[config.mk]
export PLATFORM = sky130hd
export DESIGN_NAME = sorted_key_table_flat
export DESIGN_NICKNAME = d
export VERILOG_FILES = /design/src/hw/rtl/sk_pkg.sv /design/src/hw/rtl/sk_if.sv /design/src/hw/rtl/sk_ram.sv /design/src/hw/rtl/sk_cmp.sv /design/src/hw/rtl/sorted_key_table.sv /design/src/flat_wrapper.sv
export SDC_FILE = /design/constraint.sdc
export NUM_CORES = 2
export LEC_CHECK = 0
export BUFFER_PORTS_ARGS = -buffer_cell sky130_fd_sc_hd__buf_2
export CAP_MARGIN = 20
export CORE_MARGIN = 2
export CORE_UTILIZATION = 25
export DETAILED_ROUTE_END_ITERATION = 10
export PLACE_DENSITY = 0.37
export REMOVE_ABC_BUFFERS = 1
export SLEW_MARGIN = 25
export SYNTH_ARGS = -nofsm -noshare
export SYNTH_HDL_FRONTEND = slang
export SYNTH_SLANG_ARGS = --single-unit
[constraint.sdc]
create_clock -name clk_i -period 8.6 [get_ports clk_i]
set_input_delay 1.29 -clock clk_i [delete_from_list [all_inputs] [get_ports clk_i]]
set_output_delay 1.29 -clock clk_i [all_outputs]
set_load 0.005 [all_outputs]
[src/hw/rtl/sk_pkg.sv]
// Shared types and constants of the sorted key table.
// Holds the beat payload structs, status codes and the compare result type.
// No dependencies.
`timescale 1ns / 1ps
`default_nettype none

package sk_pkg;

  localparam int unsigned KEY_IN_W = 32;
  localparam int unsigned OPC_W    = 2;
  localparam int unsigned POS_W    = 5;
  localparam int unsigned CNT_W    = 6;

  typedef enum logic [OPC_W-1:0] {
    OP_INSERT = 2'd0,
    OP_DELETE = 2'd1,
    OP_SEARCH = 2'd2
  } op_e;

  typedef enum logic [1:0] {
    ST_OK      = 2'd0,
    ST_FULL    = 2'd1,
    ST_DUP     = 2'd2,
    ST_MISSING = 2'd3
  } status_e;

  typedef struct packed {
    logic [OPC_W-1:0]    opcode;
    logic [KEY_IN_W-1:0] key;
  } in_item_t;

  typedef struct packed {
    status_e            status;
    logic [POS_W-1:0]   position;
    logic [CNT_W-1:0]   entry_count;
  } out_item_t;

  typedef struct packed {
    logic lt;
    logic eq;
  } cmp_t;

endpackage

`default_nettype wire

[src/hw/rtl/sk_if.sv]
// Valid/ready stream interfaces for the request and the result channel.
// Depends on sk_pkg for the payload types.
`timescale 1ns / 1ps
`default_nettype none

interface sk_in_if import sk_pkg::*; ();
  logic     valid;
  logic     ready;
  in_item_t payload;

  modport source (output valid, output payload, input ready);
  modport sink (input valid, input payload, output ready);
endinterface

interface sk_out_if import sk_pkg::*; ();
  logic      valid;
  logic      ready;
  out_item_t payload;

  modport source (output valid, output payload, input ready);
  modport sink (input valid, input payload, output ready);
endinterface

`default_nettype wire

[src/hw/rtl/sk_ram.sv]
// Generic single-write, single-read RAM with registered read data.
// No dependencies.
`timescale 1ns / 1ps
`default_nettype none

module sk_ram #(
  parameter int unsigned WIDTH = 32,
  parameter int unsigned DEPTH = 32
) (
  input  wire logic                             clk_i,
  input  wire logic                             we_i,
  input  wire logic [$clog2(DEPTH)-1:0]         waddr_i,
  input  wire logic [WIDTH-1:0]                 wdata_i,
  input  wire logic                             re_i,
  input  wire logic [$clog2(DEPTH)-1:0]         raddr_i,
  output logic      [WIDTH-1:0]                 rdata_o
);

  logic [WIDTH-1:0] mem_q [DEPTH];

  always_ff @(posedge clk_i) begin
    if (we_i) begin
      mem_q[waddr_i] <= wdata_i;
    end
  end

  always_ff @(posedge clk_i) begin
    if (re_i) begin
      rdata_o <= mem_q[raddr_i];
    end
  end

endmodule

`default_nettype wire

[src/hw/rtl/sk_cmp.sv]
// Shared key comparator used by every binary-search probe.
// Depends on sk_pkg for the compare result struct.
`timescale 1ns / 1ps
`default_nettype none

module sk_cmp import sk_pkg::*; #(
  parameter int unsigned KEY_WIDTH = 32
) (
  input  wire logic [KEY_WIDTH-1:0] a_i,
  input  wire logic [KEY_WIDTH-1:0] b_i,
  output cmp_t                      res_o
);

  assign res_o.lt = (a_i < b_i);
  assign res_o.eq = (a_i == b_i);

endmodule

`default_nettype wire

[src/hw/rtl/sorted_key_table.sv]
// Top level of the sorted key table: sequencer, key RAM and shared comparator.
// Depends on sk_pkg, sk_if, sk_ram and sk_cmp.
//
//   channel  dir  beat fields                          handshake
//   in_i     in   opcode, key                          valid / ready
//   out_o    out  status, position, entry_count        valid / ready
//
// Each binary-search probe is a RAM read followed by a compare; an insert or delete then
// moves the later entries one by one, and the single RAM port pair and the shared
// comparator serialise these steps.
// Reset clears the count and the control state; RAM contents are not cleared.
// A new beat is taken while a result waits on out_o; it completes once out_o drains.
`timescale 1ns / 1ps
`default_nettype none

module sorted_key_table import sk_pkg::*; #(
  parameter int unsigned DEPTH     = 32,
  parameter int unsigned KEY_WIDTH = 32
) (
  input  wire logic clk_i,
  input  wire logic rst_ni,
  sk_in_if.sink     in_i,
  sk_out_if.source  out_o
);

  localparam int unsigned AW = $clog2(DEPTH);
  localparam int unsigned CW = $clog2(DEPTH + 1);
  localparam logic [CW-1:0] FULL_CNT = CW'(DEPTH);

  typedef enum logic [5:0] {
    S_IDLE   = 6'b000001,
    S_SEARCH = 6'b000010,
    S_CMP    = 6'b000100,
    S_SHIFT  = 6'b001000,
    S_INSWR  = 6'b010000,
    S_DONE   = 6'b100000
  } state_e;

  state_e                 state_q, state_d;
  logic [OPC_W-1:0]       op_q, op_d;
  logic [KEY_WIDTH-1:0]   key_q, key_d;
  logic [CW-1:0]          cnt_q, cnt_d;
  logic [CW-1:0]          lo_q, lo_d;
  logic [CW-1:0]          hi_q, hi_d;
  logic [CW-1:0]          mid_q, mid_d;
  logic                   hit_q, hit_d;
  logic [AW-1:0]          rd_idx_q, rd_idx_d;
  logic [CW-1:0]          rem_q, rem_d;
  logic                   pend_q, pend_d;
  logic [AW-1:0]          wr_addr_q, wr_addr_d;
  status_e                res_status_q, res_status_d;
  logic [POS_W-1:0]       res_pos_q, res_pos_d;
  logic                   out_valid_q, out_valid_d;
  out_item_t              out_q, out_d;

  logic                   ram_we;
  logic [AW-1:0]          ram_waddr;
  logic [KEY_WIDTH-1:0]   ram_wdata;
  logic                   ram_re;
  logic [AW-1:0]          ram_raddr;
  logic [KEY_WIDTH-1:0]   rd_data;
  cmp_t                   cmp_res;
  logic [CW-1:0]          mid_calc;
  logic [CW-1:0]          cnt_m1;
  logic [CW-1:0]          lo_p1;
  logic                   load_out;

  sk_ram #(
    .WIDTH (KEY_WIDTH),
    .DEPTH (DEPTH)
  ) u_ram (
    .clk_i   (clk_i),
    .we_i    (ram_we),
    .waddr_i (ram_waddr),
    .wdata_i (ram_wdata),
    .re_i    (ram_re),
    .raddr_i (ram_raddr),
    .rdata_o (rd_data)
  );

  sk_cmp #(
    .KEY_WIDTH (KEY_WIDTH)
  ) u_cmp (
    .a_i   (rd_data),
    .b_i   (key_q),
    .res_o (cmp_res)
  );

  assign mid_calc = lo_q + ((hi_q - lo_q) >> 1);
  assign cnt_m1   = cnt_q - CW'(1);
  assign lo_p1    = lo_q + CW'(1);
  assign load_out = (state_q == S_DONE) && (!out_valid_q || out_o.ready);

  assign in_i.ready    = (state_q == S_IDLE);
  assign out_o.valid   = out_valid_q;
  assign out_o.payload = out_q;

  always_comb begin
    state_d      = state_q;
    op_d         = op_q;
    key_d        = key_q;
    cnt_d        = cnt_q;
    lo_d         = lo_q;
    hi_d         = hi_q;
    mid_d        = mid_q;
    hit_d        = hit_q;
    rd_idx_d     = rd_idx_q;
    rem_d        = rem_q;
    pend_d       = pend_q;
    wr_addr_d    = wr_addr_q;
    res_status_d = res_status_q;
    res_pos_d    = res_pos_q;
    ram_we       = 1'b0;
    ram_waddr    = wr_addr_q;
    ram_wdata    = rd_data;
    ram_re       = 1'b0;
    ram_raddr    = rd_idx_q;

    unique case (state_q)
      S_IDLE: begin
        if (in_i.valid) begin
          op_d      = in_i.payload.opcode;
          key_d     = KEY_WIDTH'(in_i.payload.key);
          lo_d      = '0;
          hi_d      = cnt_q;
          hit_d     = 1'b0;
          res_pos_d = '0;
          if (in_i.payload.opcode == OP_INSERT && cnt_q >= FULL_CNT) begin
            res_status_d = ST_FULL;
            state_d      = S_DONE;
          end else if (in_i.payload.opcode == OP_INSERT ||
                       in_i.payload.opcode == OP_DELETE ||
                       in_i.payload.opcode == OP_SEARCH) begin
            res_status_d = ST_OK;
            state_d      = S_SEARCH;
          end else begin
            res_status_d = ST_MISSING;
            state_d      = S_DONE;
          end
        end
      end
      S_SEARCH: begin
        if (lo_q < hi_q) begin
          ram_re    = 1'b1;
          ram_raddr = mid_calc[AW-1:0];
          mid_d     = mid_calc;
          state_d   = S_CMP;
        end else begin
          res_pos_d = POS_W'(lo_q);
          pend_d    = 1'b0;
          if (op_q == OP_INSERT) begin
            if (hit_q) begin
              res_status_d = ST_DUP;
              res_pos_d    = '0;
              state_d      = S_DONE;
            end else begin
              rem_d    = cnt_q - lo_q;
              rd_idx_d = cnt_m1[AW-1:0];
              state_d  = S_SHIFT;
            end
          end else if (!hit_q) begin
            res_status_d = ST_MISSING;
            res_pos_d    = '0;
            state_d      = S_DONE;
          end else if (op_q == OP_SEARCH) begin
            state_d = S_DONE;
          end else begin
            rem_d    = cnt_m1 - lo_q;
            rd_idx_d = lo_p1[AW-1:0];
            state_d  = S_SHIFT;
          end
        end
      end
      S_CMP: begin
        if (cmp_res.lt) begin
          lo_d = mid_q + CW'(1);
        end else begin
          hi_d  = mid_q;
          hit_d = cmp_res.eq;
        end
        state_d = S_SEARCH;
      end
      S_SHIFT: begin
        if (pend_q) begin
          ram_we    = 1'b1;
          ram_waddr = wr_addr_q;
          ram_wdata = rd_data;
        end
        if (rem_q != '0) begin
          ram_re    = 1'b1;
          ram_raddr = rd_idx_q;
          pend_d    = 1'b1;
          rem_d     = rem_q - CW'(1);
          if (op_q == OP_INSERT) begin
            wr_addr_d = rd_idx_q + AW'(1);
            rd_idx_d  = rd_idx_q - AW'(1);
          end else begin
            wr_addr_d = rd_idx_q - AW'(1);
            rd_idx_d  = rd_idx_q + AW'(1);
          end
        end else begin
          pend_d = 1'b0;
          if (!pend_q) begin
            if (op_q == OP_INSERT) begin
              state_d = S_INSWR;
            end else begin
              cnt_d   = cnt_m1;
              state_d = S_DONE;
            end
          end
        end
      end
      S_INSWR: begin
        ram_we    = 1'b1;
        ram_waddr = lo_q[AW-1:0];
        ram_wdata = key_q;
        cnt_d     = cnt_q + CW'(1);
        state_d   = S_DONE;
      end
      S_DONE: begin
        if (load_out) begin
          state_d = S_IDLE;
        end
      end
      default: begin
        state_d = S_IDLE;
      end
    endcase
  end

  always_comb begin
    out_d = out_q;
    if (load_out) begin
      out_d.status      = res_status_q;
      out_d.position    = res_pos_q;
      out_d.entry_count = CNT_W'(cnt_q);
    end
  end

  assign out_valid_d = load_out ? 1'b1 : (out_valid_q && !out_o.ready);

  always_ff @(posedge clk_i or negedge rst_ni) begin
    if (!rst_ni) begin
      state_q     <= S_IDLE;
      cnt_q       <= '0;
      rem_q       <= '0;
      pend_q      <= 1'b0;
      out_valid_q <= 1'b0;
    end else begin
      state_q     <= state_d;
      cnt_q       <= cnt_d;
      rem_q       <= rem_d;
      pend_q      <= pend_d;
      out_valid_q <= out_valid_d;
    end
  end

  always_ff @(posedge clk_i) begin
    op_q         <= op_d;
    key_q        <= key_d;
    lo_q         <= lo_d;
    hi_q         <= hi_d;
    mid_q        <= mid_d;
    hit_q        <= hit_d;
    rd_idx_q     <= rd_idx_d;
    wr_addr_q    <= wr_addr_d;
    res_status_q <= res_status_d;
    res_pos_q    <= res_pos_d;
    out_q        <= out_d;
  end

  a_cnt_bound: assert property (@(posedge clk_i) disable iff (!rst_ni)
    cnt_q <= FULL_CNT)
    else $error("Entry count exceeds the table depth.");

  a_search_window: assert property (@(posedge clk_i) disable iff (!rst_ni)
    (state_q == S_SEARCH) |-> (lo_q <= hi_q && hi_q <= cnt_q))
    else $error("Binary-search window left the stored range.");

  a_port_conflict: assert property (@(posedge clk_i) disable iff (!rst_ni)
    (ram_we && ram_re) |-> (ram_waddr != ram_raddr))
    else $error("Shift read and write hit the same RAM entry.");

  a_err_pos: assert property (@(posedge clk_i) disable iff (!rst_ni)
    (out_valid_q && out_q.status != ST_OK) |-> (out_q.position == '0))
    else $error("Failed beat reports a nonzero position.");

  a_cnt_stable: assert property (@(posedge clk_i) disable iff (!rst_ni)
    (state_q != S_SHIFT && state_q != S_INSWR) |=> $stable(cnt_q))
    else $error("Entry count changed outside a table update.");

endmodule

`default_nettype wire

[src/flat_wrapper.sv]
// flat-port wrapper written by rule: the top's interface ports become plain ports
module sorted_key_table_flat import sk_pkg::*;
#(
  parameter int unsigned DEPTH     = 32,
  parameter int unsigned KEY_WIDTH = 32
)
  (clk_i, rst_ni, in_i_valid, in_i_payload, in_i_ready, out_o_valid, out_o_payload, out_o_ready);
  sk_in_if in_i_i ();
  sk_out_if out_o_i ();
  input  wire logic clk_i;
  input  wire logic rst_ni;
  input wire logic [$bits(in_i_i.valid)-1:0] in_i_valid;
  input wire logic [$bits(in_i_i.payload)-1:0] in_i_payload;
  output wire logic [$bits(in_i_i.ready)-1:0] in_i_ready;
  output wire logic [$bits(out_o_i.valid)-1:0] out_o_valid;
  output wire logic [$bits(out_o_i.payload)-1:0] out_o_payload;
  input wire logic [$bits(out_o_i.ready)-1:0] out_o_ready;
  assign in_i_i.valid = in_i_valid;
  assign in_i_i.payload = in_i_payload;
  assign in_i_ready = in_i_i.ready;
  assign out_o_valid = out_o_i.valid;
  assign out_o_payload = out_o_i.payload;
  assign out_o_i.ready = out_o_ready;
  sorted_key_table #(.DEPTH(DEPTH), .KEY_WIDTH(KEY_WIDTH)) u_core (.clk_i(clk_i), .rst_ni(rst_ni), .in_i(in_i_i), .out_o(out_o_i));
endmodule
==> results.txt <==
area fraction of the dominant cell type after synthesis: 73.3%
Area contributors post-synth: edfxtp_1, nand2_1, nand3_1
initial antenna violation count: 3
largest net degree at the start of global routing: 133
TNS Setup: 0 ps
Max Fclk: 194 MHz
post-cts resize count: 0
count of final max-slew check failures: 0
GRT Overall Usage: 16.2%
sequential share of the synthesized area: 74.4%
clock tree buffer depth: 3
largest area contributor in the netlist: edfxtp_1
Area growth, synth to finish: 17.0%
RR Startpoint: u_core.lo_q[0]
Clock Latency Late Sink: 790 ps
most frequent cells in the layout: edfxtp_1, nand2_1, nand3_1, clkbuf_16, mux2i_1
Pwr per Cell Area: 296 nW/um^2
final setup fails: 0
number of synthesized flops with an enable pin: 1,139
post-synth cell types: 57
Post-DP Area: 50,400 sq um
Metal-1 WL: 73,300 um
drt first pass iters: 5
Syn Std Cell Area: 46,600 sq um
Primary FF master, synth: edfxtp_1
Max Used Layer: met4
CP required: 9110 ps
met3 WL: 5720 um
Critical Path End Type: flop
unrepaired setup endpoints after global routing: no
Worst-path clk slew: 60 ps
drt wl/cell: 25.9 um
Buffers on Ports: 52
H-tree depth: 4
Final Critical Period: 5170 ps
Max-Cap Viols: 0
WL met2: 73,800 um
DR DRC count: 0
CTS tree: done
hold_buf cts: 0
Final Total Pwr: 16.1 mW
gpl congestion: 0.722
first-pass GRT wire length: 219,000 um
synth warn: 0
Slew @ Worst Pin: 1070 ps
peak supply drop: 218 uV
Synth Instances: 3,343
Core ar.: 185,000 sq um
critical-path maximum fanout: 87
Design Area, Final: 54,500 sq um
Post-synth ARST share: 1.73%
GRT Residual Overflow: 0
cts bufs inserted: 137
outcome: complete, no violations
DRT Wirelength: 156,000 um
via density per instance: 4.66
critical path class: reg -> reg
average size of a mapped cell: 13.9 sq um
Root Driver: clkbuf_16
#FFs+latches synth: 1,159
chip height: 436 um
worst setup path start: u_core.lo_q[0]
most common cell after layout, fill and taps aside: edfxtp_1
TritonCTS Sinks: 1,159
Slew HR: 28.6%
Post-CTS Setup Inserts: 0
Final ANT Viol Nets: 0
Hold Crit Start: u_core.res_pos_q[4]
Period Utilization, post-route: 60.1%
Die Span X: 436 um
setup skew after layout: 42.4 ps
WP data arrival: 5670 ps
# IOs: 53
DRT iter0 DRCs: 2,505
Final Hold Viols: 0
leakage: 18.1 nW
NumNets Final: 3,529
total number of vias: 28.0k
Starting Density: 25.1%
share of layout cells above drive strength 1: 11.2%
min-delay worst type: reg -> reg
FP Rows: 158
crit start category: flop
vias in the first global route: 27.5k
DP HPWL: 77,000 um
Die Area: 190,000 sq um
-- flip-flops by register name (all words and copies together), names as in the netlist, 6 cells and up --
register / cells
u_core.rem_q: 6
u_core.hi_q: 6
u_core.lo_q: 6
u_core.out_o.payload: 13
u_core.u_ram.mem_q: 1024
u_core.key_q: 32
u_core.mid_q: 6
u_core.u_ram.rdata_o: 32
u_core.cnt_q: 6
u_core.state_q: 6
-- per-stage QoR --
stage	hold slack (ps)	instances	utilization [%]	worst slack, ps
2_1_floorplan	400	3151	-	-18640
3_3_place_gp	407	5768	27.1	3430
3_5_place_dp	407	5771	27.2	3380
4_1_cts	424	6006	29.4	3360
5_1_grt	434	6006	29.4	3060
6_report	421	6008	29.4	3430
-- critical path, stage by stage, from the launching register on --
cell and delay, ps:
edfxtp_1 530, ha_1 210, inv_1 60, fa_1 390, a21o_1 220, nor2b_4 140, o311ai_4 600, inv_4 220
mux2i_4 610, buf_12 410, buf_12 450, mux2i_1 250, a32oi_1 70, a31oi_1 420, nor4_1 90
-- cells in the mapped netlist (5+ instances only) --
library cell / instances
nand2_1: 841
a32oi_1: 128
dfrtp_1: 19
buf_1: 11
o211ai_1: 5
edfxtp_1: 1139
xnor2_1: 24
xor2_1: 19
nor2_1: 71
mux2_2: 6
nor3_1: 12
buf_2: 66
a21oi_1: 43
or2_2: 7
mux2i_1: 134
buf_4: 6
or3_1: 5
a21o_1: 13
nand4_1: 9
nor4_2: 6
a31oi_1: 131
nand2b_1: 10
nand3_1: 278
ha_1: 58
o31ai_1: 7
buf_6: 6
o21ai_0: 58
nor4_1: 28
clkbuf_1: 103
inv_1: 63
-- cell families (layout without fill, tap and decap cells) --
logic type                 Yosys count  in the layout  share of synthesized area [%]
and+or+nand+nor                   1281           1281                           11.6
DFF                               1159           1159                           74.4
AOI/OAI and AO/OA                  402            402                           5.98
buffers and inverters              256            439                           2.39
muxes                              141            141                           3.07
adders and majority gates           61             61                           1.69
xor gates and xnor gates            43             43                          0.808
other                                0              2                              0
-- area by class of cell --
class	instances	area [sq um]
multi-input cells	1928	11300
flip-flops and latches	1159	34700
clock inverters	57	448
fillers	18900	131000
repair buffers	140	1080
well taps	2480	3100
clock buffers	178	3690
diodes	2	5.00
inverters	64	243
-- layer usage --
| layer | vias up | global-route usage, % |
|---|---|---|
| met3 | 168 | 2.15 |
| met1 | 14600 | 22.9 |
| met2 | 572 | 26.2 |
| met5 | - | 0 |
| li1 | 12700 | - |
| met4 | 0 | 3.83 |
-- report_power, final --
part	switching [mW]	internal (mW)
Combinational	2.67	1.15
Clock	2.34	3.16
Sequential	0.160	6.67
Total	5.17	11.0
-- worst paths after layout --
path,endpoint,slack (ps),cells after the start
min reg2reg,u_core.out_o.payload[10],420,0
max reg2reg,u_core.u_ram.rdata_o[18],3430,14
min,u_core.out_o.payload[10],420,0
max in group asynchronous,u_core.cnt_q[5],7720,1
min in group asynchronous,u_core.pend_q,480,1
max,u_core.u_ram.rdata_o[18],3430,14
(Power assumes the default switching activity.)
